==> config.mk <==
export PLATFORM = sky130hd
export DESIGN_NAME = sjf_nonpreemptive_dispatcher
export DESIGN_NICKNAME = d
export VERILOG_FILES = /design/src/rtl/sjfd_pkg.sv /design/src/rtl/sjfd_ram.sv /design/src/rtl/sjf_nonpreemptive_dispatcher.sv
export SDC_FILE = /design/constraint.sdc
export NUM_CORES = 2
export LEC_CHECK = 0
export BUFFER_PORTS_ARGS = -buffer_cell sky130_fd_sc_hd__buf_2
export CORE_ASPECT_RATIO = 0.7
export CORE_MARGIN = 2
export CORE_UTILIZATION = 35
export DETAILED_ROUTE_END_ITERATION = 10
export PLACE_DENSITY = 0.55
export SETUP_SLACK_MARGIN = 0.4
export SLEW_MARGIN = 25
export SYNTH_ARGS = -nofsm -noshare
export SYNTH_HDL_FRONTEND = slang
export SYNTH_SLANG_ARGS = --single-unit
export TNS_END_PERCENT = 20
==> constraint.sdc <==
create_clock -name clk -period 7.1 [get_ports clk]
set_input_delay 1.42 -clock clk [delete_from_list [all_inputs] [get_ports clk]]
set_output_delay 1.42 -clock clk [all_outputs]
set_load 0.01 [all_outputs]
==> src/rtl/sjfd_pkg.sv <==
// Shared types and constants of the shortest-job-first dispatcher.
// Used by sjf_nonpreemptive_dispatcher; depends on nothing else.
package sjfd_pkg;

  localparam int MAX_JOBS = 16;
  localparam int IDX_W    = $clog2(MAX_JOBS);
  localparam int CNT_W    = $clog2(MAX_JOBS + 1);
  localparam int CMP_W    = CNT_W + 1;

  localparam int OP_W     = 2;
  localparam int ID_W     = 16;
  localparam int ARR_W    = 16;
  localparam int BURST_W  = 16;
  localparam int KIND_W   = 3;
  localparam int TIME_W   = 24;

  localparam logic [TIME_W-1:0] TIME_MAX    = {TIME_W{1'b1}};
  localparam logic [TIME_W-1:0] LIMIT_RESET = TIME_W'(100);

  localparam int ADDR_W  = 3;
  localparam int DATA_W  = 32;
  localparam int REG_LSB = 2;
  localparam logic [ADDR_W-REG_LSB-1:0] REG_IDLE_LIMIT = '0;

  typedef enum logic [OP_W-1:0] {
    OP_ADD      = 2'd0,
    OP_DISPATCH = 2'd1,
    OP_CLEAR    = 2'd2
  } op_t;

  typedef enum logic [KIND_W-1:0] {
    EV_SERVED  = 3'd0,
    EV_IDLE    = 3'd1,
    EV_DONE    = 3'd2,
    EV_STOPPED = 3'd3,
    EV_FULL    = 3'd4
  } event_t;

  typedef enum logic [2:0] {
    ST_IDLE,
    ST_ADM_CHK,
    ST_SCAN_Q,
    ST_SCAN_J,
    ST_COMP,
    ST_FINISH
  } state_t;

  typedef struct packed {
    logic [OP_W-1:0]    operation;
    logic [ID_W-1:0]    job_id;
    logic [ARR_W-1:0]   arrival_time;
    logic [BURST_W-1:0] burst_length;
  } cmd_t;

  typedef struct packed {
    logic [KIND_W-1:0] event_kind;
    logic [ID_W-1:0]   served_id;
    logic [TIME_W-1:0] event_time;
  } result_t;

  typedef struct packed {
    logic [ID_W-1:0]    id;
    logic [ARR_W-1:0]   arrival;
    logic [BURST_W-1:0] burst;
  } job_t;

endpackage

==> src/rtl/sjfd_ram.sv <==
// Generic simple dual-port RAM: one write port, one read port, registered read.
// Stand-alone; holds the job store and the ready queue of the dispatcher.
module sjfd_ram #(
  parameter int WIDTH = 8,
  parameter int DEPTH = 16
) (
  input  logic                     clk,
  input  logic                     we,
  input  logic [$clog2(DEPTH)-1:0] waddr,
  input  logic [WIDTH-1:0]         wdata,
  input  logic [$clog2(DEPTH)-1:0] raddr,
  output logic [WIDTH-1:0]         rdata
);

  logic [WIDTH-1:0] mem [DEPTH];

  always_ff @(posedge clk) begin
    if (we) begin
      mem[waddr] <= wdata;
    end
    rdata <= mem[raddr];
  end

endmodule

==> src/rtl/sjf_nonpreemptive_dispatcher.sv <==
// Non-preemptive shortest-job-first dispatcher: job store and ready queue in RAM.
// Depends on sjfd_pkg and sjfd_ram.
//
//  channel  | ports                                  | beat taken when
//  ---------+----------------------------------------+------------------------------
//  command  | start, busy, cmd                       | start high, busy low
//  result   | result_strobe, result                  | the cycle result_strobe is high
//  config   | psel, penable, pwrite, paddr, pwdata,  | psel, penable, pwrite, pready
//           | prdata, pready                         |
//
// Add, clear, the rejected add and the stopped dispatch leave busy low.
// A dispatch admits the arrived jobs to the queue, one store read per job admitted, then
// reports an idle slot or the end, or scans the ready jobs (a queue read, then a store
// read, per entry), shifts the queue entries above the chosen one down one place and
// serves it; the result beat follows in the first cycle with busy low.
// Reset empties the store, queue and time; the memories need no clearing pass.
// The receiver cannot stall: each result is shown for exactly one cycle.
module sjf_nonpreemptive_dispatcher (
  input  logic                             clk,
  input  logic                             rst,
  input  logic                             start,
  output logic                             busy,
  input  sjfd_pkg::cmd_t                   cmd,
  output logic                             result_strobe,
  output sjfd_pkg::result_t                result,
  input  logic                             psel,
  input  logic                             penable,
  input  logic                             pwrite,
  input  logic [sjfd_pkg::ADDR_W-1:0]      paddr,
  input  logic [sjfd_pkg::DATA_W-1:0]      pwdata,
  output logic [sjfd_pkg::DATA_W-1:0]      prdata,
  output logic                             pready
);

  sjfd_pkg::state_t state, state_next;

  logic [sjfd_pkg::CNT_W-1:0]   jobs_loaded, jobs_loaded_next;
  logic [sjfd_pkg::CNT_W-1:0]   next_to_admit, next_to_admit_next;
  logic [sjfd_pkg::CNT_W-1:0]   ready_count, ready_count_next;
  logic [sjfd_pkg::TIME_W-1:0]  current_time, current_time_next;
  logic                         halted, halted_next;
  logic [sjfd_pkg::TIME_W-1:0]  idle_time_limit;
  logic [sjfd_pkg::IDX_W-1:0]   scan_k, scan_k_next;
  logic [sjfd_pkg::IDX_W-1:0]   best_k, best_k_next;
  logic [sjfd_pkg::BURST_W-1:0] best_burst, best_burst_next;
  logic [sjfd_pkg::ID_W-1:0]    best_id, best_id_next;
  logic                         result_strobe_next;
  sjfd_pkg::result_t            result_next;

  logic                         job_we;
  logic [sjfd_pkg::IDX_W-1:0]   job_waddr, job_raddr;
  sjfd_pkg::job_t               job_wdata, job_rdata;
  logic                         rq_we;
  logic [sjfd_pkg::IDX_W-1:0]   rq_waddr, rq_wdata, rq_raddr, rq_rdata;

  logic                         accept;
  logic                         cfg_write;
  logic                         reg_hit;

  assign busy      = (state != sjfd_pkg::ST_IDLE);
  assign accept    = start && !busy;
  assign pready    = 1'b1;
  assign reg_hit   = (paddr[sjfd_pkg::ADDR_W-1:sjfd_pkg::REG_LSB] == sjfd_pkg::REG_IDLE_LIMIT);
  assign cfg_write = psel && penable && pwrite && pready && reg_hit;
  assign prdata    = reg_hit ? sjfd_pkg::DATA_W'(idle_time_limit) : '0;

  sjfd_ram #(
    .WIDTH($bits(sjfd_pkg::job_t)),
    .DEPTH(sjfd_pkg::MAX_JOBS)
  ) u_job_store (
    .clk  (clk),
    .we   (job_we),
    .waddr(job_waddr),
    .wdata(job_wdata),
    .raddr(job_raddr),
    .rdata(job_rdata)
  );

  sjfd_ram #(
    .WIDTH(sjfd_pkg::IDX_W),
    .DEPTH(sjfd_pkg::MAX_JOBS)
  ) u_ready_queue (
    .clk  (clk),
    .we   (rq_we),
    .waddr(rq_waddr),
    .wdata(rq_wdata),
    .raddr(rq_raddr),
    .rdata(rq_rdata)
  );

  always_comb begin
    logic [sjfd_pkg::CMP_W-1:0]  k_w, k1_w, k2_w, rc_w, nb1_w;
    logic [sjfd_pkg::CNT_W-1:0]  nta_inc;
    logic [sjfd_pkg::TIME_W:0]   served_sum;
    logic [sjfd_pkg::TIME_W-1:0] served_time, idle_time;
    logic                        admit_ok, take;
    logic [sjfd_pkg::IDX_W-1:0]  nb_k;

    k_w         = sjfd_pkg::CMP_W'(scan_k);
    k1_w        = k_w + sjfd_pkg::CMP_W'(1);
    k2_w        = k_w + sjfd_pkg::CMP_W'(2);
    rc_w        = sjfd_pkg::CMP_W'(ready_count);
    nta_inc     = next_to_admit + sjfd_pkg::CNT_W'(1);
    served_sum  = {1'b0, current_time} + (sjfd_pkg::TIME_W + 1)'(best_burst);
    served_time = served_sum[sjfd_pkg::TIME_W] ? sjfd_pkg::TIME_MAX
                                               : served_sum[sjfd_pkg::TIME_W-1:0];
    idle_time   = (current_time == sjfd_pkg::TIME_MAX) ? current_time
                                                       : current_time + sjfd_pkg::TIME_W'(1);
    admit_ok    = (next_to_admit < jobs_loaded) &&
                  (ready_count < sjfd_pkg::CNT_W'(sjfd_pkg::MAX_JOBS)) &&
                  (sjfd_pkg::TIME_W'(job_rdata.arrival) <= current_time);
    take        = (scan_k == '0) || (best_burst > job_rdata.burst);
    nb_k        = take ? scan_k : best_k;
    nb1_w       = sjfd_pkg::CMP_W'(nb_k) + sjfd_pkg::CMP_W'(1);

    state_next         = state;
    jobs_loaded_next   = jobs_loaded;
    next_to_admit_next = next_to_admit;
    ready_count_next   = ready_count;
    current_time_next  = current_time;
    halted_next        = halted;
    scan_k_next        = scan_k;
    best_k_next        = best_k;
    best_burst_next    = best_burst;
    best_id_next       = best_id;
    result_strobe_next = 1'b0;
    result_next        = result;

    job_we    = 1'b0;
    job_waddr = jobs_loaded[sjfd_pkg::IDX_W-1:0];
    job_wdata = '{id: cmd.job_id, arrival: cmd.arrival_time, burst: cmd.burst_length};
    job_raddr = next_to_admit[sjfd_pkg::IDX_W-1:0];
    rq_we     = 1'b0;
    rq_waddr  = ready_count[sjfd_pkg::IDX_W-1:0];
    rq_wdata  = next_to_admit[sjfd_pkg::IDX_W-1:0];
    rq_raddr  = '0;

    case (state)
      sjfd_pkg::ST_IDLE: begin
        if (accept) begin
          case (cmd.operation)
            sjfd_pkg::OP_ADD: begin
              if (jobs_loaded >= sjfd_pkg::CNT_W'(sjfd_pkg::MAX_JOBS)) begin
                result_strobe_next = 1'b1;
                result_next = '{event_kind: sjfd_pkg::EV_FULL, served_id: '0, event_time: '0};
              end else begin
                job_we           = 1'b1;
                jobs_loaded_next = jobs_loaded + sjfd_pkg::CNT_W'(1);
              end
            end
            sjfd_pkg::OP_DISPATCH: begin
              if (halted) begin
                result_strobe_next = 1'b1;
                result_next = '{event_kind: sjfd_pkg::EV_STOPPED, served_id: '0,
                                event_time: current_time};
              end else begin
                // The store read of the first candidate is issued in this cycle.
                state_next = sjfd_pkg::ST_ADM_CHK;
              end
            end
            sjfd_pkg::OP_CLEAR: begin
              jobs_loaded_next   = '0;
              next_to_admit_next = '0;
              ready_count_next   = '0;
              current_time_next  = '0;
              halted_next        = 1'b0;
            end
            default: begin
            end
          endcase
        end
      end

      sjfd_pkg::ST_ADM_CHK: begin
        if (admit_ok) begin
          rq_we              = 1'b1;
          ready_count_next   = ready_count + sjfd_pkg::CNT_W'(1);
          next_to_admit_next = nta_inc;
          job_raddr          = nta_inc[sjfd_pkg::IDX_W-1:0];
        end else if (ready_count == '0) begin
          result_strobe_next = 1'b1;
          state_next         = sjfd_pkg::ST_IDLE;
          if (next_to_admit >= jobs_loaded) begin
            result_next = '{event_kind: sjfd_pkg::EV_DONE, served_id: '0,
                            event_time: current_time};
          end else begin
            result_next = '{event_kind: sjfd_pkg::EV_IDLE, served_id: '0,
                            event_time: current_time};
            current_time_next = idle_time;
            if (idle_time > idle_time_limit) begin
              halted_next = 1'b1;
            end
          end
        end else begin
          scan_k_next = '0;
          rq_raddr    = '0;
          state_next  = sjfd_pkg::ST_SCAN_Q;
        end
      end

      sjfd_pkg::ST_SCAN_Q: begin
        job_raddr  = rq_rdata;
        state_next = sjfd_pkg::ST_SCAN_J;
      end

      sjfd_pkg::ST_SCAN_J: begin
        // Strict compare keeps the earliest admitted job on equal bursts.
        best_k_next = nb_k;
        if (take) begin
          best_burst_next = job_rdata.burst;
          best_id_next    = job_rdata.id;
        end
        if (k1_w < rc_w) begin
          scan_k_next = k1_w[sjfd_pkg::IDX_W-1:0];
          rq_raddr    = k1_w[sjfd_pkg::IDX_W-1:0];
          state_next  = sjfd_pkg::ST_SCAN_Q;
        end else begin
          scan_k_next = nb_k;
          if (nb1_w < rc_w) begin
            rq_raddr   = nb1_w[sjfd_pkg::IDX_W-1:0];
            state_next = sjfd_pkg::ST_COMP;
          end else begin
            state_next = sjfd_pkg::ST_FINISH;
          end
        end
      end

      sjfd_pkg::ST_COMP: begin
        // The entry above is read in the previous cycle and written one place down.
        rq_we       = 1'b1;
        rq_waddr    = scan_k;
        rq_wdata    = rq_rdata;
        scan_k_next = k1_w[sjfd_pkg::IDX_W-1:0];
        if (k2_w < rc_w) begin
          rq_raddr = k2_w[sjfd_pkg::IDX_W-1:0];
        end else begin
          state_next = sjfd_pkg::ST_FINISH;
        end
      end

      sjfd_pkg::ST_FINISH: begin
        current_time_next  = served_time;
        ready_count_next   = ready_count - sjfd_pkg::CNT_W'(1);
        result_strobe_next = 1'b1;
        result_next = '{event_kind: sjfd_pkg::EV_SERVED, served_id: best_id,
                        event_time: served_time};
        state_next  = sjfd_pkg::ST_IDLE;
      end

      default: begin
        state_next = sjfd_pkg::ST_IDLE;
      end
    endcase
  end

  always_ff @(posedge clk) begin
    if (rst) begin
      state         <= sjfd_pkg::ST_IDLE;
      jobs_loaded   <= '0;
      next_to_admit <= '0;
      ready_count   <= '0;
      current_time  <= '0;
      halted        <= 1'b0;
      result_strobe <= 1'b0;
    end else begin
      state         <= state_next;
      jobs_loaded   <= jobs_loaded_next;
      next_to_admit <= next_to_admit_next;
      ready_count   <= ready_count_next;
      current_time  <= current_time_next;
      halted        <= halted_next;
      result_strobe <= result_strobe_next;
    end
  end

  always_ff @(posedge clk) begin
    scan_k     <= scan_k_next;
    best_k     <= best_k_next;
    best_burst <= best_burst_next;
    best_id    <= best_id_next;
    result     <= result_next;
  end

  always_ff @(posedge clk) begin
    if (rst) begin
      idle_time_limit <= sjfd_pkg::LIMIT_RESET;
    end else if (cfg_write) begin
      idle_time_limit <= pwdata[sjfd_pkg::TIME_W-1:0];
    end
  end

  a_queue_within_admitted: assert property (@(posedge clk) disable iff (rst)
    ready_count <= next_to_admit)
    else $error("ready queue holds more jobs than were admitted");

  a_admitted_within_loaded: assert property (@(posedge clk) disable iff (rst)
    next_to_admit <= jobs_loaded)
    else $error("admission ran past the loaded jobs");

  a_scan_needs_ready: assert property (@(posedge clk) disable iff (rst)
    (state == sjfd_pkg::ST_SCAN_Q || state == sjfd_pkg::ST_SCAN_J ||
     state == sjfd_pkg::ST_COMP || state == sjfd_pkg::ST_FINISH) |-> ready_count != '0)
    else $error("selection running with an empty ready queue");

  a_halt_only_cleared: assert property (@(posedge clk) disable iff (rst)
    $fell(halted) |-> ($past(rst) ||
                       $past(accept && cmd.operation == sjfd_pkg::OP_CLEAR)))
    else $error("halt released without a clear");

endmodule
; Word level (Yosys, flattened, before mapping)
; Memories as Yosys holds them, arrays and structs flattened. A register that Yosys moved wholly into a read port is not among the register bits.
; Index checks and enable logic that the tools add are counted.
[word_totals]
romBits = 0
reg_bits = 151
mem_count = 2
output_inout_bits = 78
elab_cells = 157
ram_bits = 832
latch_bits = 0
inputBits = 91
[mem_list]
columns = memory, depth, word_bits, read_ports, rd_ports_with_merged_regs, wr, line
row1 = u_job_store.mem, 16, 48, 1, 1, 1, sjfd_ram.sv:15  ; logic [WIDTH-1:0] mem [DEPTH];
row2 = u_ready_queue.mem, 16, 4, 1, 1, 1, sjfd_ram.sv:15
[op_classes]
reduce_logical = 26
add_sub_neg = 9
n_mul = 0
div_mod_pow = 0
n_eq_ne = 23
n_bitwise = 1
shifts = 0
mux = 71
n_lt_le_gt_ge = 10
[ops]
columns = cell, n
row1 = $mux W43, 5
row2 = $mux W24, 8
row3 = $pmux W43 S3, 1
row4 = $pmux W43 S2, 1
row5 = $pmux W24 S3, 1
row6 = $mux W42, 1
row7 = $mux W4, 10
row8 = $add A24 B16 Y25, 1
row9 = $mux W5, 5
row10 = $add A24 B1 Y24 const B, 1
row11 = $eq A24 B24 Y1 const B, 1
row12 = $gt A24 B24 Y1, 1
row13 = $le A16 B24 Y1, 1
row14 = $mux W1, 21
row15 = $lt A5 B5 Y1, 4
row16 = $ne A2 B2 Y1 const B, 10
row17 = $pmux W5 S2, 2
row18 = $mux W3, 6
row19 = $gt A16 B16 Y1, 1
row20 = $pmux W4 S2, 2
row21 = $add A5 B1 Y5 const B, 3
row22 = $pmux W3 S5, 1
row23 = $pmux W5 S3, 1
row24 = $reduce_and A7 Y1, 2
row25 = other kinds (33), 50

; Longest topological paths before layout
[logic_depth]
ltp_word = 8
ltp_mapped = 23
depth_no_buf = 21

; Modules after synthesis
; From an unflattened synthesis, not the netlist that was laid out.
[unflattened]
cells_unflattened = 2501
area_unflattened_um2 = 42314.3
[by_module_without_submodules]
columns = module, cells_per_inst, seq_area_each_um2, instances, area_each_um2
row1 = sjfd_ram at u_job_store, 1242, 24023.0, 1, 29691.0
row2 = sjf_nonpreemptive_dispatcher, 1129, 3853.7, 1, 9957.0
row3 = sjfd_ram at u_ready_queue, 130, 2001.9, 1, 2666.3

; Worst setup path before layout
; No wires, ideal clock.
[synth_timing]
kind = input-to-reg
from = input port cmd[48] (netlist bit)
to = memory u_job_store.mem[3][0] (netlist bit) (enable)
required_ns = 6.587
cell_stages = 7
path_buffers = 2
setup_ns = 0.513
arrival_time_ns = 5.606
setup_slack_ns = 0.981
path_cell_list = nor2_1 > and2_1 > clkbuf_1 > and3_1 > clkbuf_1 > nand2_1 > nor3_1
[synth_via]
elab_chain_len = 6
[synth_lines]
columns = element, line
row1 = "start, declared", sjf_nonpreemptive_dispatcher.sv:23  ; input sjfd_pkg::cmd_t cmd,
row2 = $logic_not A2 Y1, sjf_nonpreemptive_dispatcher.sv:141  ; case (cmd.operation)
row3 = $mux W1, sjf_nonpreemptive_dispatcher.sv:141
row4 = $mux W1, sjf_nonpreemptive_dispatcher.sv:140  ; if (accept) begin
row5 = $mux W1, sjf_nonpreemptive_dispatcher.sv:138  ; case (state)
row6 = $mux W1, sjfd_ram.sv:18  ; if (we) begin
row7 = $mux W1 (implied by the code), sjfd_ram.sv:19  ; mem[waddr] <= wdata;
row8 = "end, declared", sjfd_ram.sv:15
; No other way between the ends.

; Worst setup path after layout
[layout_timing]
from = register best_burst[14] (netlist bit)
to = register u_ready_queue.rdata[1], read port of u_ready_queue.mem
[layout_via]
elab_chain_len = 8
[layout_lines]
columns = element, line
row1 = "start, declared", sjf_nonpreemptive_dispatcher.sv:45  ; logic [sjfd_pkg::BURST_W-1:0] best_burst, best_burst_next;
row2 = "start signal, assigned", sjf_nonpreemptive_dispatcher.sv:279  ; best_burst <= best_burst_next;
row3 = $gt A16 B16 Y1 (*), sjf_nonpreemptive_dispatcher.sv:112  ; take = (scan_k == '0) || (best_burst > job_rdata.burst);
row4 = $logic_or A1 B1 Y1 (*), sjf_nonpreemptive_dispatcher.sv:112
row5 = $mux W4 (*), sjf_nonpreemptive_dispatcher.sv:113  ; nb_k = take ? scan_k : best_k;
row6 = $add A4 B1 Y5 (*), sjf_nonpreemptive_dispatcher.sv:114  ; nb1_w = sjfd_pkg::CMP_W'(nb_k) + sjfd_pkg::CMP_W'(1);
row7 = $lt A5 B5 Y1, sjf_nonpreemptive_dispatcher.sv:219  ; if (nb1_w < rc_w) begin
row8 = $mux W4 (*), sjf_nonpreemptive_dispatcher.sv:219
row9 = $mux W4 (*), sjf_nonpreemptive_dispatcher.sv:213  ; if (k1_w < rc_w) begin
row10 = $pmux W4 S2 (*), sjf_nonpreemptive_dispatcher.sv:138
row11 = "end, declared", sjfd_ram.sv:12  ; output logic [WIDTH-1:0] rdata
; Mark *: on every way between the ends. The rest lies on a longest branch, timed or not.
; A chain may end at the register's enable or synchronous reset.

==> summary.txt <==
via count: 25,325
Post-route DRC: 0
DIE HEIGHT: 297 µm
RSZ-0062 raised after global routing: false
initial antenna violation count: 19
grt ovf: 0
CP Class: flop to flop
Core Box Area: 0.122 mm²
final slew viol count: 0
placed cell area: 0.0458 mm²
Ys Warns: 0
crit path DAT: 6.10 ns
WP data required: 7.71 ns
CTS buffer count: 102
final core utilization: 0.406
#FFs+latches synth: 1,035
slew at the pin closest to its max-slew limit: 1.07 ns
Post-synth EDFFs: 915
skew final: 0.0444 ns
# resized after CTS: 0
top-count cell post-synth: edfxtp_1
DR iter-0 viols: 2,456
Root Driver: clkbuf_16
ys flop type: edfxtp_1
Routability Congestion: 0.850
pwr/cell area: 266 mW/mm²
CP Launch Type: flop
number of global-route vias before repair: 23,921
status: finished, final reports clean
Reg-to-Reg Start: best_burst[14]$_DFFE_PP_
Max Freq: 182 MHz
first-pass GRT wire length: 162,000 µm
port buffer count: 149
Mean Syn Cell Area: 14.5 µm²
Post-Route WL: 112,000 µm
Relative slew margins: 0.284
crit path launch: best_burst[14]$_DFFE_PP_
die width: 423 µm
Period Utilization, post-route: 0.774
Total Nets Final: 3,325
Seq/Total Area, Yosys: 0.695
post-synth top area cell: edfxtp_1
CTS tree: yes
crit path capture type: flop
worst reg2reg setup slack: 1.60 ns
CTS Sinks: 1,035
final setup TNS: 0 ns
leakage: 0.0189 µW
Avg WL per Cell: 23.0 µm
final antenna-violating net count: 0
ys async rst share: 0
clock period minus worst slack: 5.50 ns
Mapped Cells: 2,970
maximum vdd drop: 0.213 mV
Netlist cell types: 79
First-pass DRT Iterations: 6
CTS Buffer Depth: 3
CTS H-tree depth: 3
worst-skew pair later-pin latency: 0.72 ns
# IOs: 169
most frequent cells after synthesis: edfxtp_1, mux2i_1, a21oi_1
top post-synthesis cells by area: edfxtp_1, mux2i_1, dfxtp_1, ha_1, a21oi_1
pin count of the biggest net entering global routing: 85
Worst R2R End: u_ready_queue.rdata[1]$_DFF_P_
All-Layer GR Usage: 0.173
Fin. Hold Viols: 0
DR vias/cell: 5.21
P&R area growth vs syn: 14.9%
setup violators final: 0
row count: 107
die area: 0.126 mm²
Worst-path clk slew: 0.06 ns
Hold Path Class: flop to flop
Worst setup endpoint: u_ready_queue.rdata[1]$_DFF_P_
Yosys top cell area share: 0.639
worst-path fanout max: 32
CTS hold repair buffers: 0
fraction of layout cells with a size suffix above 1: 0.131
Min-Delay Startpoint: u_job_store.rdata[43]$_DFF_P_
Max-cap violations: 0
Post-CTS Repair Setup Buffers: 0
DP Wirelength: 65,500 µm
post-layout total power: 13,200 µW
Initial Utilization: 0.353
Final Instance Area: 0.0494 mm²
Synth Cell Area: 0.0430 mm²
Reg2Reg Depth: 19
==> stage by stage <==
stage	std cells	worst slack [ns]	hold slack, ns
final	4857	1.60	0.402
after global routing	4855	1.27	0.405
after CTS	4852	1.62	0.405
after detailed placement	4660	1.67	0.391
after global placement	4659	1.67	0.391
after floorplan	2977	0.981	0.386
==> cell usage in the layout, fill, tap and decap left out, drive strengths merged, types with 4 or more instances in the layout <==
| master | instances |
|---|---|
| a211o | 5 |
| a211oi | 12 |
| a21boi | 4 |
| a21o | 28 |
| a21oi | 203 |
| a221oi | 8 |
| a311oi | 4 |
| a31oi | 18 |
| and2 | 14 |
| and3 | 23 |
| buf | 210 |
| bufinv | 16 |
| clkbuf | 128 |
| clkinv | 41 |
| conb | 9 |
| dfxtp | 120 |
| diode | 4 |
| edfxtp | 915 |
| ha | 102 |
| inv | 97 |
| mux2 | 50 |
| mux2i | 339 |
| mux4 | 4 |
| nand2 | 195 |
| nand2b | 12 |
| nand3 | 23 |
| nand4 | 29 |
| nor2 | 128 |
| nor2b | 12 |
| nor3 | 28 |
| nor4 | 7 |
| o211ai | 7 |
| o21a | 10 |
| o21ai | 120 |
| o22ai | 147 |
| o31ai | 4 |
| or2 | 6 |
| or4 | 47 |
| xnor2 | 37 |
| xor2 | 9 |
==> kinds of logic (layout without fill, tap and decap cells) <==
kind of cell / after synthesis / after routing / synth area share
xor+xnor: 46 / 46 / 0.00937
simple gates: 541 / 541 / 0.0618
fa+ha+maj: 104 / 104 / 0.0306
buf+inv: 254 / 495 / 0.0261
other cells: 2 / 13 / 0.000175
flops: 1035 / 1035 / 0.695
mux: 393 / 393 / 0.0943
compound gates: 595 / 595 / 0.0826
==> state kept, by name, indices dropped and copies added, names as in the netlist, 5 cells and up <==
signal and count:
result 43, u_job_store.mem 768, ready_count 5, jobs_loaded 5, u_ready_queue.mem 64, best_id 16
next_to_admit 5, u_job_store.rdata 48, idle_time_limit 24, current_time 24, best_burst 16
==> worst min-delay path by stage <==
stage | end | slack [ns] | cells after the start
6_report | best_id[11]$_DFFE_PP_ | 0.40 | 0
5_1_grt | best_id[11]$_DFFE_PP_ | 0.40 | 0
4_1_cts | best_id[11]$_DFFE_PP_ | 0.41 | 0
3_5_place_dp | best_id[13]$_DFFE_PP_ | 0.39 | 0
3_3_place_gp | best_id[13]$_DFFE_PP_ | 0.39 | 0
2_1_floorplan | best_id[0]$_DFFE_PP_ | 0.39 | 0
==> layout make-up <==
class | count | area [µm²]
fill | 11142 | 72300
sequential | 1035 | 29900
multi-input combinational | 1688 | 12200
clock buffer | 128 | 2760
tap | 1635 | 2050
timing repair buffer | 210 | 1300
clock inverter | 64 | 830
inverter | 93 | 349
antenna | 4 | 10.0
==> power breakdown <==
part / switching (µW) / leakage [µW] / internal, µW
logic: 428 / 0.00792 / 256
registers: 49.1 / 0.00924 / 6670
clock network: 2380 / 0.00175 / 3360
total: 2860 / 0.0189 / 10300
==> critical path, cell delays in order (launching register included) <==
cell	delay, ns
edfxtp_1	0.40
ha_1	0.34
nand4_1	0.20
nor3_1	0.09
or4_4	0.54
o31a_4	0.35
o21ai_0	0.37
nand2_1	0.16
ha_1	0.25
xnor2_1	0.29
ha_1	0.31
a21oi_1	0.14
o21ai_0	0.12
or2_2	0.32
nor2b_1	0.23
a31oi_4	0.11
buf_4	0.31
mux2i_1	0.22
mux4_2	0.48
mux2i_1	0.14
==> metal layers <==
layer | GRT usage | up-vias | routed length (µm)
li1 | - | 11700 | -
met1 | 0.260 | 12743 | 53200
met2 | 0.259 | 737 | 48800
met3 | 0.0368 | 133 | 7870
met4 | 0.0332 | 12 | 1600
met5 | 0 | - | 80
No activity file was read; power rests on OpenSTA's default activity.
